File: config.mk
export PLATFORM = sky130hd
export DESIGN_NAME = serial_frame_header_parser
export DESIGN_NICKNAME = d
export VERILOG_FILES = /design/src/sv/sfhp_pkg.sv /design/src/sv/serial_frame_header_parser.sv
export SDC_FILE = /design/constraint.sdc
export NUM_CORES = 1
export LEC_CHECK = 0
export ABC_AREA = 1
export BUFFER_PORTS_ARGS = -buffer_cell sky130_fd_sc_hd__buf_2
export CAP_MARGIN = 20
export CORE_MARGIN = 1
export CORE_UTILIZATION = 45
export CTS_CLUSTER_DIAMETER = 80
export DETAILED_ROUTE_END_ITERATION = 7
export PLACE_DENSITY = 0.72
export SETUP_SLACK_MARGIN = 0.2
export SLEW_MARGIN = 20
export SYNTH_ARGS = -nofsm -noshare
export SYNTH_HDL_FRONTEND = slang
export SYNTH_SLANG_ARGS = --single-unit
File: constraint.sdc
create_clock -name clk -period 11.35 [get_ports clk]
set_clock_uncertainty 0.15 [all_clocks]
set_input_delay 2.27 -clock clk [delete_from_list [all_inputs] [get_ports clk]]
set_output_delay 2.27 -clock clk [all_outputs]
set_load 0.01 [all_outputs]
File: src/sv/sfhp_pkg.sv
`default_nettype none
// ----------------------------------------------------------------------------
// sfhp_pkg
// Types and constants for the serial frame header parser.
// ----------------------------------------------------------------------------
package sfhp_pkg;

	localparam logic [7:0]  TS_TYPE     = 8'h3d;
	localparam logic [31:0] TS_SENTINEL = 32'h0800_0000;
	localparam int          HDR_BYTES   = 8;
	localparam int          TS_TAIL     = 5;
	localparam logic [8:0]  POS_MAX     = 9'd511;

	localparam int FIFO_DEPTH = 4;
	localparam int PTR_W      = $clog2(FIFO_DEPTH);
	localparam int CNT_W      = $clog2(FIFO_DEPTH + 1);

	typedef enum logic [2:0] {
		ST_OK        = 3'd0,
		ST_BAD_TYPE  = 3'd1,
		ST_SHORT_HDR = 3'd2,
		ST_LEN_MISM  = 3'd3,
		ST_SHORT_TS  = 3'd4
	} status_t;

	typedef enum logic {
		KIND_PAYLOAD = 1'b0,
		KIND_RECORD  = 1'b1
	} kind_t;

	typedef struct packed {
		kind_t              kind;
		logic [7:0]         payload_byte;
		logic [15:0]        dst_addr;
		logic [15:0]        src_addr;
		logic [7:0]         group_id;
		logic [7:0]         msg_type;
		logic signed [31:0] sync_offset;
		logic               sync_valid;
		status_t            status;
		logic               end_of_run;
	} result_t;

endpackage
`default_nettype wire

File: src/sv/serial_frame_header_parser.sv
`default_nettype none
// A result is registered into the result queue when its request is taken.
// One byte request per cycle while input ready is high; each byte yields at most two results
// (payload, then end-of-frame record), drained from a 4-entry queue one per cycle while out_ready is high.
// Input ready drops only while fewer than two queue slots are free.
// Reset (arst_n low, asynchronous): frame state cleared, ignore_foreign = 0,
// result queue empty.
// ----------------------------------------------------------------------------
// serial_frame_header_parser
// Byte-serial frame header parser: captures the header, streams payload bytes
// and emits an end-of-frame record with header fields and a status.
// ----------------------------------------------------------------------------
module serial_frame_header_parser
	import sfhp_pkg::*;
(
	input  wire logic               clk,
	input  wire logic               arst_n,
	// configuration
	input  wire logic               cfg_we,
	input  wire logic               cfg_wdata,
	// byte requests
	input  wire logic               in_valid,
	output logic                    in_ready,
	input  wire logic [7:0]         data_byte,
	input  wire logic               last_byte,
	// results
	output logic                    out_valid,
	input  wire logic               out_ready,
	output logic                    kind,
	output logic [7:0]              payload_byte,
	output logic [15:0]             dst_addr,
	output logic [15:0]             src_addr,
	output logic [7:0]              group_id,
	output logic [7:0]              msg_type,
	output logic signed [31:0]      sync_offset,
	output logic                    sync_valid,
	output logic [2:0]              status,
	output logic                    end_of_run
);

	// Frame state
	logic        ign_q;
	logic [8:0]  pos_q;
	logic [7:0]  len_q;
	logic [15:0] dst_q;
	logic [15:0] src_q;
	logic [7:0]  grp_q;
	logic [7:0]  typ_q;
	logic [31:0] off_q;
	logic        err_q;
	logic        drop_q;
	logic        ts_q;

	// Result queue
	result_t          fifo_q [FIFO_DEPTH];
	logic [PTR_W-1:0] wp_q;
	logic [PTR_W-1:0] rp_q;
	logic [CNT_W-1:0] cnt_q;

	logic accept;
	logic pop;

	// Next-state and result values for the byte being taken
	logic        first;
	logic [8:0]  pos_n;
	logic [7:0]  len_n;
	logic [15:0] dst_n;
	logic [15:0] src_n;
	logic [7:0]  grp_n;
	logic [7:0]  typ_n;
	logic [31:0] off_n;
	logic        err_n;
	logic        drop_n;
	logic        ts_n;
	logic        pay;
	logic        rec;
	logic [9:0]  tail;
	logic [9:0]  size;
	status_t     st;
	result_t     pay_res;
	result_t     rec_res;

	assign accept = in_valid && in_ready;
	assign pop    = out_valid && out_ready;
	// Always leave room for a payload result and a record
	assign in_ready  = (cnt_q <= CNT_W'(FIFO_DEPTH - 2));
	assign out_valid = (cnt_q != '0);

	always_comb begin
		first = (pos_q == '0);

		// Start of frame: drop any leftover header state and vet byte zero
		len_n  = first ? '0 : len_q;
		dst_n  = first ? '0 : dst_q;
		src_n  = first ? '0 : src_q;
		grp_n  = first ? '0 : grp_q;
		typ_n  = first ? '0 : typ_q;
		ts_n   = first ? 1'b0 : ts_q;
		err_n  = first ? ((data_byte != 8'd0) && !ign_q) : err_q;
		drop_n = first ? ((data_byte != 8'd0) && ign_q) : drop_q;
		off_n  = first ? {24'd0, data_byte} : {off_q[23:0], data_byte};

		// Header capture, big-endian addresses
		case (pos_q)
			9'd1: dst_n[15:8] = data_byte;
			9'd2: dst_n[7:0]  = data_byte;
			9'd3: src_n[15:8] = data_byte;
			9'd4: src_n[7:0]  = data_byte;
			9'd5: len_n       = data_byte;
			9'd6: grp_n       = data_byte;
			9'd7: begin
				typ_n = data_byte;
				ts_n  = (data_byte == TS_TYPE);
			end
			default: ;
		endcase

		// Payload window; a timesync frame keeps its five-byte tail back,
		// and the first tail byte carries the real message type
		tail = {2'b00, len_n} + 10'(HDR_BYTES - TS_TAIL);
		pay  = 1'b0;
		if ((pos_q >= 9'(HDR_BYTES)) && !drop_n) begin
			pay = 1'b1;
			if (ts_n) begin
				if ({1'b0, pos_q} == tail)
					typ_n = data_byte;
				pay = ({1'b0, pos_q} < tail);
			end
		end

		// End-of-frame record
		rec  = last_byte && !drop_n;
		size = {1'b0, pos_q} + 10'd1;
		if (err_n)
			st = ST_BAD_TYPE;
		else if (size < 10'(HDR_BYTES))
			st = ST_SHORT_HDR;
		else if (({2'b00, len_n} + 10'(HDR_BYTES)) != size)
			st = ST_LEN_MISM;
		else if (ts_n && (len_n < 8'(TS_TAIL)))
			st = ST_SHORT_TS;
		else
			st = ST_OK;

		pay_res              = '0;
		pay_res.kind         = KIND_PAYLOAD;
		pay_res.payload_byte = data_byte;
		pay_res.end_of_run   = !rec;

		rec_res             = '0;
		rec_res.kind        = KIND_RECORD;
		rec_res.dst_addr    = dst_n;
		rec_res.src_addr    = src_n;
		rec_res.group_id    = grp_n;
		rec_res.msg_type    = typ_n;
		rec_res.sync_offset = ts_n ? off_n : '0;
		rec_res.sync_valid  = ts_n && (off_n != TS_SENTINEL);
		rec_res.status      = st;
		rec_res.end_of_run  = 1'b1;

		// Saturating byte position, back to zero after the last byte
		if (last_byte)
			pos_n = '0;
		else
			pos_n = (pos_q < POS_MAX) ? pos_q + 9'd1 : POS_MAX;
	end

	// Configuration and frame state
	always_ff @(posedge clk or negedge arst_n) begin
		if (!arst_n) begin
			ign_q  <= 1'b0;
			pos_q  <= '0;
			len_q  <= '0;
			dst_q  <= '0;
			src_q  <= '0;
			grp_q  <= '0;
			typ_q  <= '0;
			off_q  <= '0;
			err_q  <= 1'b0;
			drop_q <= 1'b0;
			ts_q   <= 1'b0;
		end else begin
			if (cfg_we)
				ign_q <= cfg_wdata;
			if (accept) begin
				pos_q <= pos_n;
				if (last_byte) begin
					// Clear frame state once the record has been queued
					len_q  <= '0;
					dst_q  <= '0;
					src_q  <= '0;
					grp_q  <= '0;
					typ_q  <= '0;
					off_q  <= '0;
					err_q  <= 1'b0;
					drop_q <= 1'b0;
					ts_q   <= 1'b0;
				end else begin
					len_q  <= len_n;
					dst_q  <= dst_n;
					src_q  <= src_n;
					grp_q  <= grp_n;
					typ_q  <= typ_n;
					off_q  <= off_n;
					err_q  <= err_n;
					drop_q <= drop_n;
					ts_q   <= ts_n;
				end
			end
		end
	end

	// Queue storage: payload first, record in the slot after it
	always_ff @(posedge clk) begin
		if (accept) begin
			if (pay)
				fifo_q[wp_q] <= pay_res;
			if (rec)
				fifo_q[wp_q + PTR_W'(pay)] <= rec_res;
		end
	end

	// Queue pointers and fill count
	always_ff @(posedge clk or negedge arst_n) begin
		if (!arst_n) begin
			wp_q  <= '0;
			rp_q  <= '0;
			cnt_q <= '0;
		end else begin
			if (accept)
				wp_q <= wp_q + PTR_W'(pay) + PTR_W'(rec);
			if (pop)
				rp_q <= rp_q + PTR_W'(1);
			cnt_q <= cnt_q + (accept ? (CNT_W'(pay) + CNT_W'(rec)) : '0)
				- CNT_W'(pop);
		end
	end

	assign kind         = fifo_q[rp_q].kind;
	assign payload_byte = fifo_q[rp_q].payload_byte;
	assign dst_addr     = fifo_q[rp_q].dst_addr;
	assign src_addr     = fifo_q[rp_q].src_addr;
	assign group_id     = fifo_q[rp_q].group_id;
	assign msg_type     = fifo_q[rp_q].msg_type;
	assign sync_offset  = fifo_q[rp_q].sync_offset;
	assign sync_valid   = fifo_q[rp_q].sync_valid;
	assign status       = fifo_q[rp_q].status;
	assign end_of_run   = fifo_q[rp_q].end_of_run;

`ifndef SYNTHESIS
	a_cnt_bound: assert property (@(posedge clk) disable iff (!arst_n)
		cnt_q <= CNT_W'(FIFO_DEPTH))
		else $error("result queue overfilled");

	a_ptr_gap: assert property (@(posedge clk) disable iff (!arst_n)
		(cnt_q != CNT_W'(FIFO_DEPTH)) |-> (wp_q - rp_q) == cnt_q[PTR_W-1:0])
		else $error("queue pointers disagree with fill count");

	a_last_clears: assert property (@(posedge clk) disable iff (!arst_n)
		(accept && last_byte) |=> (pos_q == '0) && !drop_q && !err_q)
		else $error("frame state not cleared after last byte");

	a_record_shape: assert property (@(posedge clk) disable iff (!arst_n)
		(out_valid && kind) |-> (payload_byte == 8'd0) && end_of_run)
		else $error("malformed end-of-frame record");
`endif

endmodule
`default_nettype wire

==> metrics <==
GRT overflow=0; Initial DRC Count=1,786; Die ar.=48,950 um2; WP data required=11,380 ps; I/O Buffers=110; Final Max Slew Viols=0; Gate Count Post-Synth=2,283; vias per inst=5.688; clk sinks=476; clk slew on worst S/H paths=60 ps; vias=16.80k; period utilization=0.6545; register bit count reported by yosys=476; post-synth top area share=0.4664; number of global-route vias before repair=16.26k; unrepaired setup endpoints after global routing=no; setup ws final=3921 ps; crit path DAT=7460 ps; # DRC=0; Critical path origin=pos_q[1]; VDD IR max=0.0001887 V; Antenna Cells=0; Slew @ Worst Pin=1032 ps; worst min-delay path category=reg2reg; # hold bufs at CTS=0; Setup-failing EPs final=0; Setup TNS Final=0 ps; Seq/Total Area, Yosys=0.6191; Final Hold Fails=0; Worst Path Max Fanout=57; Top-Level Pins=111; crit start category=flip-flop; Root Buffer=clkbuf_16; initial antenna violation count=0; Worst Setup EP=fifo_q[0][76]; Post-CTS Setup Inserts=0; DP Worst Slack=3562 ps; Hold Path Depth=2; top post-synthesis cells by area=edfxtp_1, dfrtp_1, nor2_1, o21ai_0, nand2_1; first-pass GRT wire length=90,780 um; core area=46,950 um2; Leakage=0.008655 uW; Die Y=221.3 um; drt pass-1 iters=6; Synth area leader=edfxtp_1; DR WL/cell=19.63 um; RePlAce Congestion=0.8863; hpwl dp=34,340 um; Mapped Avg Cell Area=9.476 um2; largest net degree at the start of global routing=98; Reg-to-Reg End=fifo_q[0][76]; CTS H-tree depth=2; area growth from synthesis to layout=10.94%; share of cells above drive strength 1=0.1095; outcome=finished, final reports clean; Routed WL=57,980 um; Cell Pwr Density=270.5 nW/um2; clk buf depth=3; yosys synthesis warning count=0; Slew HR=0.3120; post-layout min period=7429 ps; syn_nets=2,317; CTS tree=built; Cell Rows=79; fin nets=2,345; Num CTS Buffers=47; Synth cell types=42; post-cts repair resize count=0; r2r worst-path depth=23; highest clock rate=134.6 MHz; post-synthesis cell area=21,630 um2; Max-Cap Viols=0; Initial Util=0.4608; antenna viol nets, final=0; Crit Path Category=reg2reg; GRT Util Overall=0.2341; Die Width=221.3 um; reg2reg start=pos_q[1]; Crit. End Element=flip-flop; reg2reg setup slack=3920 ps; Worst-Skew Late Latency=560 ps
==> metal layers <==
metal  vias up  share of wire  GRT usage
li1       7813              -          -
met1      8229           0.42     0.3169
met2       648           0.48     0.3866
met3       112          0.076    0.03359
met4         0          0.030    0.07940
met5         -              0          0
==> synthesized netlist by cell type, drive strengths merged <==
library cell  number
clkbuf           107
o21bai             1
nor3               8
nand4             23
xnor2              2
dfrtp            100
o31ai              1
a22o               2
a21boi             2
inv              143
o41ai              1
buf               45
o21ai            356
or2                1
a41oi              1
o21a               1
edfxtp           336
nand2            289
ha                18
o211ai             3
nor4               1
nor2             565
clkinv             1
o22ai            104
xor2               9
fa                 1
nand3             99
a21oi             18
a32o               5
dfxtp             40
==> area by class of cell <==
| class | count | area, um2 |
|---|---|---|
| inverters | 144 | 544.3 |
| clock inverters | 21 | 152.6 |
| flip-flops and latches | 476 | 13400 |
| multi-input cells | 1511 | 7103 |
| well taps | 607 | 759.5 |
| repair buffers | 131 | 710.7 |
| fillers | 4134 | 22950 |
| clock buffers | 64 | 1333 |
==> through the flow <==
step / area, um2 / utilization / power (uW) / cells / hold slack [ps]
floorplan: 21630 / - / 4090 / 2283 / 270.8
global placement: 22520 / 0.4795 / 4943 / 2869 / 288.0
detailed placement: 22520 / 0.4795 / 5004 / 2869 / 290.7
CTS: 24000 / 0.5112 / 6514 / 2954 / 303.8
global route: 24000 / 0.5112 / 6870 / 2954 / 326.3
finish: 24000 / 0.5112 / 6493 / 2954 / 300.9
==> worst max-delay path, stage by stage, from the launching register on <==
cell	delay, ps
dfrtp_1	450
inv_1	130
ha_1	160
inv_1	40
nor2_1	660
nand4_1	700
o21ai_1	430
inv_1	150
nand2_1	80
nand2_1	130
inv_1	160
nand2_1	90
xor2_1	150
ha_1	310
a21oi_1	140
o21ai_0	100
nand2_1	70
nand3_1	140
nand2_1	90
nand2_1	130
nor2_1	550
nand2_1	580
nand2_4	570
buf_4	790
==> kinds of logic (layout without fill, tap and decap cells) <==
kind of cell / after synthesis / after routing / synth area share
AO/OA/AOI/OAI: 495 / 495 / 0.1242
XOR/XNOR: 11 / 11 / 0.004454
adder cells (fa/ha/maj): 19 / 19 / 0.01134
buffers and inverters: 296 / 360 / 0.05570
flip-flops: 476 / 476 / 0.6191
AND/OR/NAND/NOR: 986 / 986 / 0.1852
==> power breakdown <==
part	switching [uW]	internal [uW]	leakage [uW]
registers	182	2250	0.00484
logic	1840	707	0.00309
clock network	649	866	0.000726
==> how the worst min path moves through the flow <==
stage,start,endpoint
floorplan,fifo_q[2][93],fifo_q[2][93]
global placement,fifo_q[1][93],fifo_q[1][93]
detailed placement,fifo_q[1][93],fifo_q[1][93]
CTS,fifo_q[1][93],fifo_q[1][93]
global route,fifo_q[1][93],fifo_q[1][93]
finish,fifo_q[1][93],fifo_q[1][93]
==> registers in the layout (all words and copies together) (netlist names) <==
register,flops
rp_q,2
ign_q,1
wp_q,2
err_q,1
pos_q,9
typ_q,8
drop_q,1
cnt_q,3
off_q,24
src_q,16
len_q,8
grp_q,8
dst_q,16
fifo_q,376
ts_q,1
==> cells in the final DEF, fill, tap and decap left out, types with 9 or more instances in the layout <==
cell type | synthesis | layout
dfxtp_1 | 40 | 40
ha_1 | 18 | 18
nand2_1 | 285 | 280
a21oi_1 | 18 | 18
nand3_1 | 98 | 98
nand4_1 | 22 | 22
o21ai_0 | 352 | 352
xor2_1 | 9 | 9
edfxtp_1 | 336 | 336
clkbuf_16 | 0 | 49
nor2_2 | 32 | 32
buf_2 | 30 | 109
buf_4 | 5 | 22
o22ai_1 | 104 | 104
clkinv_1 | 1 | 9
clkbuf_1 | 107 | 10
inv_1 | 136 | 135
dfrtp_1 | 100 | 98
nor2_1 | 532 | 532
Note: power is estimated with default switching activity, not from simulation.
